$ cat src/rtl/core/rau_pkg.sv
// Package for the rational arithmetic unit: word width, opcodes, states, divider I/O.
// No dependencies.
package rau_pkg;
    localparam int WORD_BITS = 32;
    localparam int CNT_BITS = $clog2(WORD_BITS + 1);

    typedef logic [WORD_BITS-1:0] word_t;

    localparam logic [2:0] OP_ADD = 3'd0;
    localparam logic [2:0] OP_SUB = 3'd1;
    localparam logic [2:0] OP_MUL = 3'd2;
    localparam logic [2:0] OP_DIV = 3'd3;
    localparam logic [2:0] OP_CMP = 3'd4;

    typedef enum logic [3:0] {
        ST_IDLE, ST_MUL1, ST_MUL2, ST_COMB, ST_GCD_CHK, ST_GCD_WAIT,
        ST_QN_WAIT, ST_QD_WAIT, ST_DONE
    } state_t;

    typedef struct packed {
        logic  start;
        logic  want_quot;
        word_t a;
        word_t b;
    } div_req_t;

    typedef struct packed {
        logic  busy;
        logic  done;
        word_t result;
    } div_rsp_t;

    function automatic word_t w_sext32(input logic [31:0] v);
        return word_t'($signed(v));
    endfunction

    function automatic logic [31:0] w_to32(input word_t v);
        return 32'($signed(v));
    endfunction
endpackage

$ cat src/rtl/core/rau_divider.sv
// Iterative restoring divider, one quotient bit per cycle, truncating signed semantics.
// Depends on rau_pkg.
module rau_divider
(
    input  logic              clk,
    input  logic              rst_n,
    input  rau_pkg::div_req_t req,
    output rau_pkg::div_rsp_t rsp
);
    localparam int W = rau_pkg::WORD_BITS;

    logic [W-1:0] rem_reg, rem_next;
    logic [W-1:0] quo_reg, quo_next;
    logic [W-1:0] dvs_reg, dvs_next;
    logic [rau_pkg::CNT_BITS-1:0] cnt_reg, cnt_next;
    logic busy_reg, busy_next, done_reg, done_next;
    logic neg_q_reg, neg_q_next, neg_r_reg, neg_r_next, quot_reg, quot_next;
    logic [W:0] trial;
    logic [W-1:0] shifted;
    logic [W-1:0] mag_a, mag_b;

    always_comb
    begin
        mag_a = req.a[W-1] ? (W'(0) - req.a) : req.a;
        mag_b = req.b[W-1] ? (W'(0) - req.b) : req.b;
        shifted = {rem_reg[W-2:0], quo_reg[W-1]};
        trial = {1'b0, shifted} - {1'b0, dvs_reg};
        rem_next = rem_reg;
        quo_next = quo_reg;
        dvs_next = dvs_reg;
        cnt_next = cnt_reg;
        busy_next = busy_reg;
        done_next = 1'b0;
        neg_q_next = neg_q_reg;
        neg_r_next = neg_r_reg;
        quot_next = quot_reg;
        if (req.start && !busy_reg)
        begin
            rem_next = '0;
            quo_next = mag_a;
            dvs_next = mag_b;
            cnt_next = rau_pkg::CNT_BITS'(W);
            busy_next = 1'b1;
            neg_q_next = req.a[W-1] ^ req.b[W-1];
            neg_r_next = req.a[W-1];
            quot_next = req.want_quot;
        end
        else if (busy_reg)
        begin
            if (trial[W])
            begin
                rem_next = shifted;
                quo_next = {quo_reg[W-2:0], 1'b0};
            end
            else
            begin
                rem_next = trial[W-1:0];
                quo_next = {quo_reg[W-2:0], 1'b1};
            end
            cnt_next = cnt_reg - 1'b1;
            if (cnt_reg == rau_pkg::CNT_BITS'(1))
            begin
                busy_next = 1'b0;
                done_next = 1'b1;
            end
        end
    end

    always_ff @(posedge clk or negedge rst_n)
    begin
        if (!rst_n)
        begin
            busy_reg <= 1'b0;
            done_reg <= 1'b0;
            cnt_reg <= '0;
        end
        else
        begin
            busy_reg <= busy_next;
            done_reg <= done_next;
            cnt_reg <= cnt_next;
        end
    end

    always_ff @(posedge clk)
    begin
        rem_reg <= rem_next;
        quo_reg <= quo_next;
        dvs_reg <= dvs_next;
        neg_q_reg <= neg_q_next;
        neg_r_reg <= neg_r_next;
        quot_reg <= quot_next;
    end

    always_comb
    begin
        rsp.busy = busy_reg;
        rsp.done = done_reg;
        if (quot_reg)
            rsp.result = neg_q_reg ? (W'(0) - quo_reg) : quo_reg;
        else
            rsp.result = neg_r_reg ? (W'(0) - rem_reg) : rem_reg;
    end
endmodule

$ cat config.mk
export PLATFORM = sky130hd
export DESIGN_NAME = rau_divider
export DESIGN_NICKNAME = d
export VERILOG_FILES = /design/src/rtl/core/rau_pkg.sv /design/src/rtl/core/rau_divider.sv
export SDC_FILE = /design/constraint.sdc
export NUM_CORES = 1
export LEC_CHECK = 0
export BUFFER_PORTS_ARGS = -buffer_cell sky130_fd_sc_hd__buf_2
export CORE_MARGIN = 1.5
export CORE_UTILIZATION = 40
export CTS_BUF_LIST = sky130_fd_sc_hd__clkbuf_2
export CTS_CLUSTER_DIAMETER = 80
export DETAILED_ROUTE_END_ITERATION = 10
export HOLD_SLACK_MARGIN = 0.06
export RECOVER_POWER = 100
export SLEW_MARGIN = 10
export SYNTH_ARGS = -nofsm -noshare
export SYNTH_HDL_FRONTEND = slang
export SYNTH_SLANG_ARGS = --single-unit
$ cat constraint.sdc
create_clock -name clk -period 3.1 [get_ports clk]
set_input_delay 0.155 -clock clk [delete_from_list [all_inputs] [get_ports clk]]
set_output_delay 0.155 -clock clk [all_outputs]
set_load 0.02 [all_outputs]
# Word level (Yosys, flattened, before mapping)
# Cells that the tools add are included.
# classes
muxes,17
eq_ne,1
addsub,6
bitwise,1
n_reduce_logical,3
# ops
operator,count
2-to-1 mux 32 bit,7
"subtractor 1 x 32 -> 32 bit, first input constant",4
subtractor 32 x 32 -> 33 bit,1
2-to-1 mux 31 bit,1
2-to-1 mux 6 bit,2
2-to-1 mux 1 bit,7
"== test 6 x 1 -> 1 bit, second input constant",1
"subtractor 6 x 1 -> 6 bit, second input constant",1
nonzero test 2 bit,1
logical AND 1 bit,1
logical NOT 1 bit,1
XOR 1 bit,1
# totals
ff_bits,107
inputBits,68
elab_cells,38

# Depth between registers and ports, before layout
# logic_depth
ltp_word,4
mapped_depth,13

# Worst setup path before layout
# Ideal clock, no wire load.
# synth_timing
kind,reg-to-reg
start,register quo_reg[31]
end,register rem_reg[12]
path_stages_with_launch,13
setup_slack_ns,0.268
arrival_time_ns,2.700
setup_ns,0.133
path_buffers,1
path_cell_list,edfxtp_1 inv_1 ha_1 fa_1 nand2b_1 a21oi_1 o21a_1 o2111ai_1 a31o_2 o21ai_2 buf_2 mux2i_1 o22ai_1
# synth_via
elab_chain_cells,2
# synth_lines
element,line_no,text
from (decl),rau_divider.sv:13,"logic [W-1:0] quo_reg, quo_next;"
from (signal assigned),rau_divider.sv:88,quo_reg <= quo_next;
subtractor 32 x 32 -> 33 bit,rau_divider.sv:27,"trial = {1'b0, shifted} - {1'b0, dvs_reg};"
2-to-1 mux 32 bit,rau_divider.sv:50,if (trial[W])
to (signal assigned),rau_divider.sv:87,rem_reg <= rem_next;
to (decl),rau_divider.sv:12,"logic [W-1:0] rem_reg, rem_next;"
# Every way passes these cells.
# A chain may end at the register's enable or synchronous reset.

==> impl_results.md <==
* Status: complete, but fails checks
* Failing checks: capacitance limit, slew limit, setup timing
* Unrepaired setup endpoints after global routing: yes
* CP startpoint kind: flop
* Async set-reset flop share out of synthesis at 0.07477
* H-tree depth at 3
* CP Cell Sequence: or4_4 -> nor4_4 -> nand4_1 -> or4_4 -> o31ai_4 -> xnor2_2 -> a21oi_2 -> buf_4
* CTS tree: built
* Die X-Extent at 151.4 µm
* CORE AREA at 0.02169 mm²
* Fin. max-slew vios at 33
* Peak supply drop at 352.8 µV
* Max-cap check violation count at 1
* Total grt overflow at 0
* Syn Area/Cell at 8.489 µm²
* Slowest-stage cell, CP: or4_4
* Reg-to-Reg Start: quo_reg[31]$_DFFE_PP_
* Area Overhead vs Synth at 26.70%
* Layout cells sized above 1 at 0.1768
* Clk buf depth at 2
* YS warnings at 0
* Mapped Nets at 1144
* Via Count at 8185
* FP Rows at 54
* DR WL/cell at 15.16 µm
* Dpl hpwl at 16850 µm
* Ys flop type: edfxtp_1
* First-pass DRT Iterations at 5
* CP peak stage delay at 570 ps
* Min Tclk post-route at 3514 ps
* IO buf count at 101
* Post-DR vias/cell at 5.308
* Slew @ Worst Pin at 1892 ps
* Sinks on Clock Net at 107
* Leak Pwr at 0.004555 µW
* Worst EP required at 2940 ps
* Hold path depth at 2
* CP bufs+invs at 1
* Hold WC Path Type: in2reg
* Skew final at 27.85 ps
* WL final at 23370 µm
* NumNets Final at 1363
* Hold Fails Final Rpt at 0
* Worst path arrival time at 3360 ps
* Global-route usage over all layers at 0.2028
* Worst Setup End Kind: output port
* DIE HEIGHT at 151.4 µm
* Initial antenna violation count at 1
* Synthesized flop and latch total at 107
* Die area at 0.02291 mm²
* CP delay by family, top: simple AND/OR/NAND/NOR gates
* CP Max Fanout at 3
* Vias in the first global route at 7339
* Count of final setup violators at 16
* Initial DRC Count at 546
* Reg2reg setup slack at 20 ps
* Worst Hold Launch: req[31]
* Pin count of the biggest net entering global routing at 64
* Setup WS pre-CTS at 27.58 ps
* Synthesized area at 0.008803 mm²
* Clock latency at the later pin of the worst-skew pair at 650 ps
* Post-synth EDFFs at 67
* CTS clk-pin slew, worst paths at 300 ps
* Residual DRC at 0
* CTS Buf Count at 9
* First-pass GRT wire length at 36540 µm
* R2R Path End: rem_reg[12]$_SDFFE_PP0P_
* RePlAce Congestion at 0.8782
* CP Class: reg2out
* Worst Hold End: neg_q_reg$_DFFE_PP_
* Pwr dens at 818.3 mW/mm²
* Most frequent CP cell: or4_4
* Mapped Cells at 1037
* Fmax at 0.2845 GHz
* Final ANT Viol Nets at 0
* Initial Util at 0.4059
* Unique masters post-synth at 75
* Slew headroom at -0.2611
* FF-to-FF path depth at 12
* IO Count at 102
* Final period util at 1.134
* Finished Core Util at 0.5143
* Final worst slack at -414.4 ps
* Sequential element share of the synthesized area at 0.3240
* Clock root cell: clkbuf_2
[cells in the mapped netlist (11+ instances only)]
| cell | n | area [µm²] |
|---|---|---|
| nand2_1 | 131 | 491.7 |
| o21ai_1 | 26 | 130.1 |
| xor2_1 | 67 | 586.8 |
| o31ai_1 | 34 | 255.2 |
| clkbuf_1 | 31 | 116.4 |
| o21ai_0 | 95 | 475.5 |
| mux2i_1 | 21 | 210.2 |
| or3_1 | 11 | 68.82 |
| a21o_1 | 11 | 82.58 |
| dfxtp_1 | 32 | 640.6 |
| xnor2_1 | 77 | 674.4 |
| nor2_1 | 52 | 195.2 |
| nand3_1 | 19 | 95.09 |
| edfxtp_1 | 67 | 2012 |
| a31oi_1 | 13 | 81.33 |
| nor3_1 | 20 | 100.1 |
| o41ai_1 | 13 | 113.9 |
| nand2b_1 | 12 | 75.07 |
| ha_1 | 38 | 475.5 |
| a21oi_1 | 62 | 310.3 |
| inv_1 | 56 | 210.2 |
[per-stage QoR]
stage	power, µW	cells	hold slack, ps	instance area (µm²)	setup TNS (ps)
floorplan	6467	1037	-140.6	8803	0
global placement	7954	1400	8.220	9693	0
detailed placement	7994	1400	4.060	9693	0
CTS	8915	1530	91.45	11000	-5236
global route	9862	1542	148.9	11150	-8110
finish	9128	1542	144.0	11150	-3417
[final cells by class]
| type | instances | area, µm² |
|---|---|---|
| fill | 2042 | 10530 |
| multi-input combinational | 827 | 5734 |
| sequential | 107 | 2874 |
| timing repair buffer | 255 | 1907 |
| tap | 280 | 350.3 |
| inverter | 56 | 210.2 |
| clock buffer | 11 | 55.05 |
| clock inverter | 5 | 21.27 |
| antenna | 1 | 2.502 |
[cell usage in the layout, fill, tap and decap left out, types with 5 or more instances in the layout]
cell type / instances
o21ai_0: 91
dfxtp_1: 25
xor2_1: 66
nand4_1: 9
a21oi_2: 5
o31ai_2: 5
a32oi_1: 5
nor4_1: 5
buf_4: 57
ha_1: 37
inv_1: 56
or4_4: 6
or3_4: 6
edfxtp_1: 67
a21o_1: 11
and3_1: 8
nand2_1: 129
or4_1: 6
a31oi_1: 13
nor2b_1: 8
a21oi_1: 57
nor2_1: 51
o31ai_4: 5
o31ai_1: 28
buf_2: 77
dlygate4sd3_1: 97
nand3_1: 19
o41ai_1: 12
mux2i_1: 21
o21ai_1: 27
xnor2_1: 75
clkbuf_1: 17
or3_1: 10
dfxtp_4: 5
o21ai_2: 5
o21a_1: 6
nand2b_1: 12
nor3_1: 20
clkbuf_2: 15
dfrtp_1: 8
[layer usage]
layer | track usage | up-vias | routed length (µm)
met5 | 0 | - | 0
met4 | 0.05874 | 0 | 342
met3 | 0.01958 | 19 | 926
met2 | 0.3248 | 185 | 10500
met1 | 0.2887 | 3785 | 11600
li1 | - | 4196 | -
[report_power, final]
| part | switching [µW] | internal [µW] |
|---|---|---|
| clock network | 482 | 102 |
| registers | 763 | 2160 |
| logic | 3110 | 2510 |
[what timing repair did]
item / 4_1_cts / 5_1_grt
pin swaps: 19 / 14
setup endpoints to repair: 23 / 55
setup buffers: 18 / 11
gates resized for setup: 34 / 40
hold buffers: 97 / 0
endpoints found under the hold margin: 79 / 0
[how the worst max path moves through the flow]
stage               slack, ps             startpoint                  endpoint  cells past startpoint
floorplan                 270  quo_reg[31]$_DFFE_PP_  rem_reg[12]$_SDFFE_PP0P_                     12
CTS                      -510   quo_reg[8]$_DFFE_PP_                   rsp[29]                      8
global placement          110  quo_reg[31]$_DFFE_PP_  rem_reg[12]$_SDFFE_PP0P_                     12
global route             -560   quo_reg[8]$_DFFE_PP_                   rsp[31]                      8
finish                   -410   quo_reg[8]$_DFFE_PP_                   rsp[31]                      8
detailed placement         30  quo_reg[31]$_DFFE_PP_  rem_reg[12]$_SDFFE_PP0P_                     12
[logic make-up after synthesis]
logic type / Yosys count / share of synthesized area
buffers and inverters: 103 / 0.04619
adder cells (fa/ha/maj): 39 / 0.05628
flip-flops: 107 / 0.3240
AO/OA/AOI/OAI: 305 / 0.2193
XOR/XNOR: 144 / 0.1433
multiplexers: 21 / 0.02388
AND/OR/NAND/NOR: 318 / 0.1870
(Power assumes the default switching activity.)
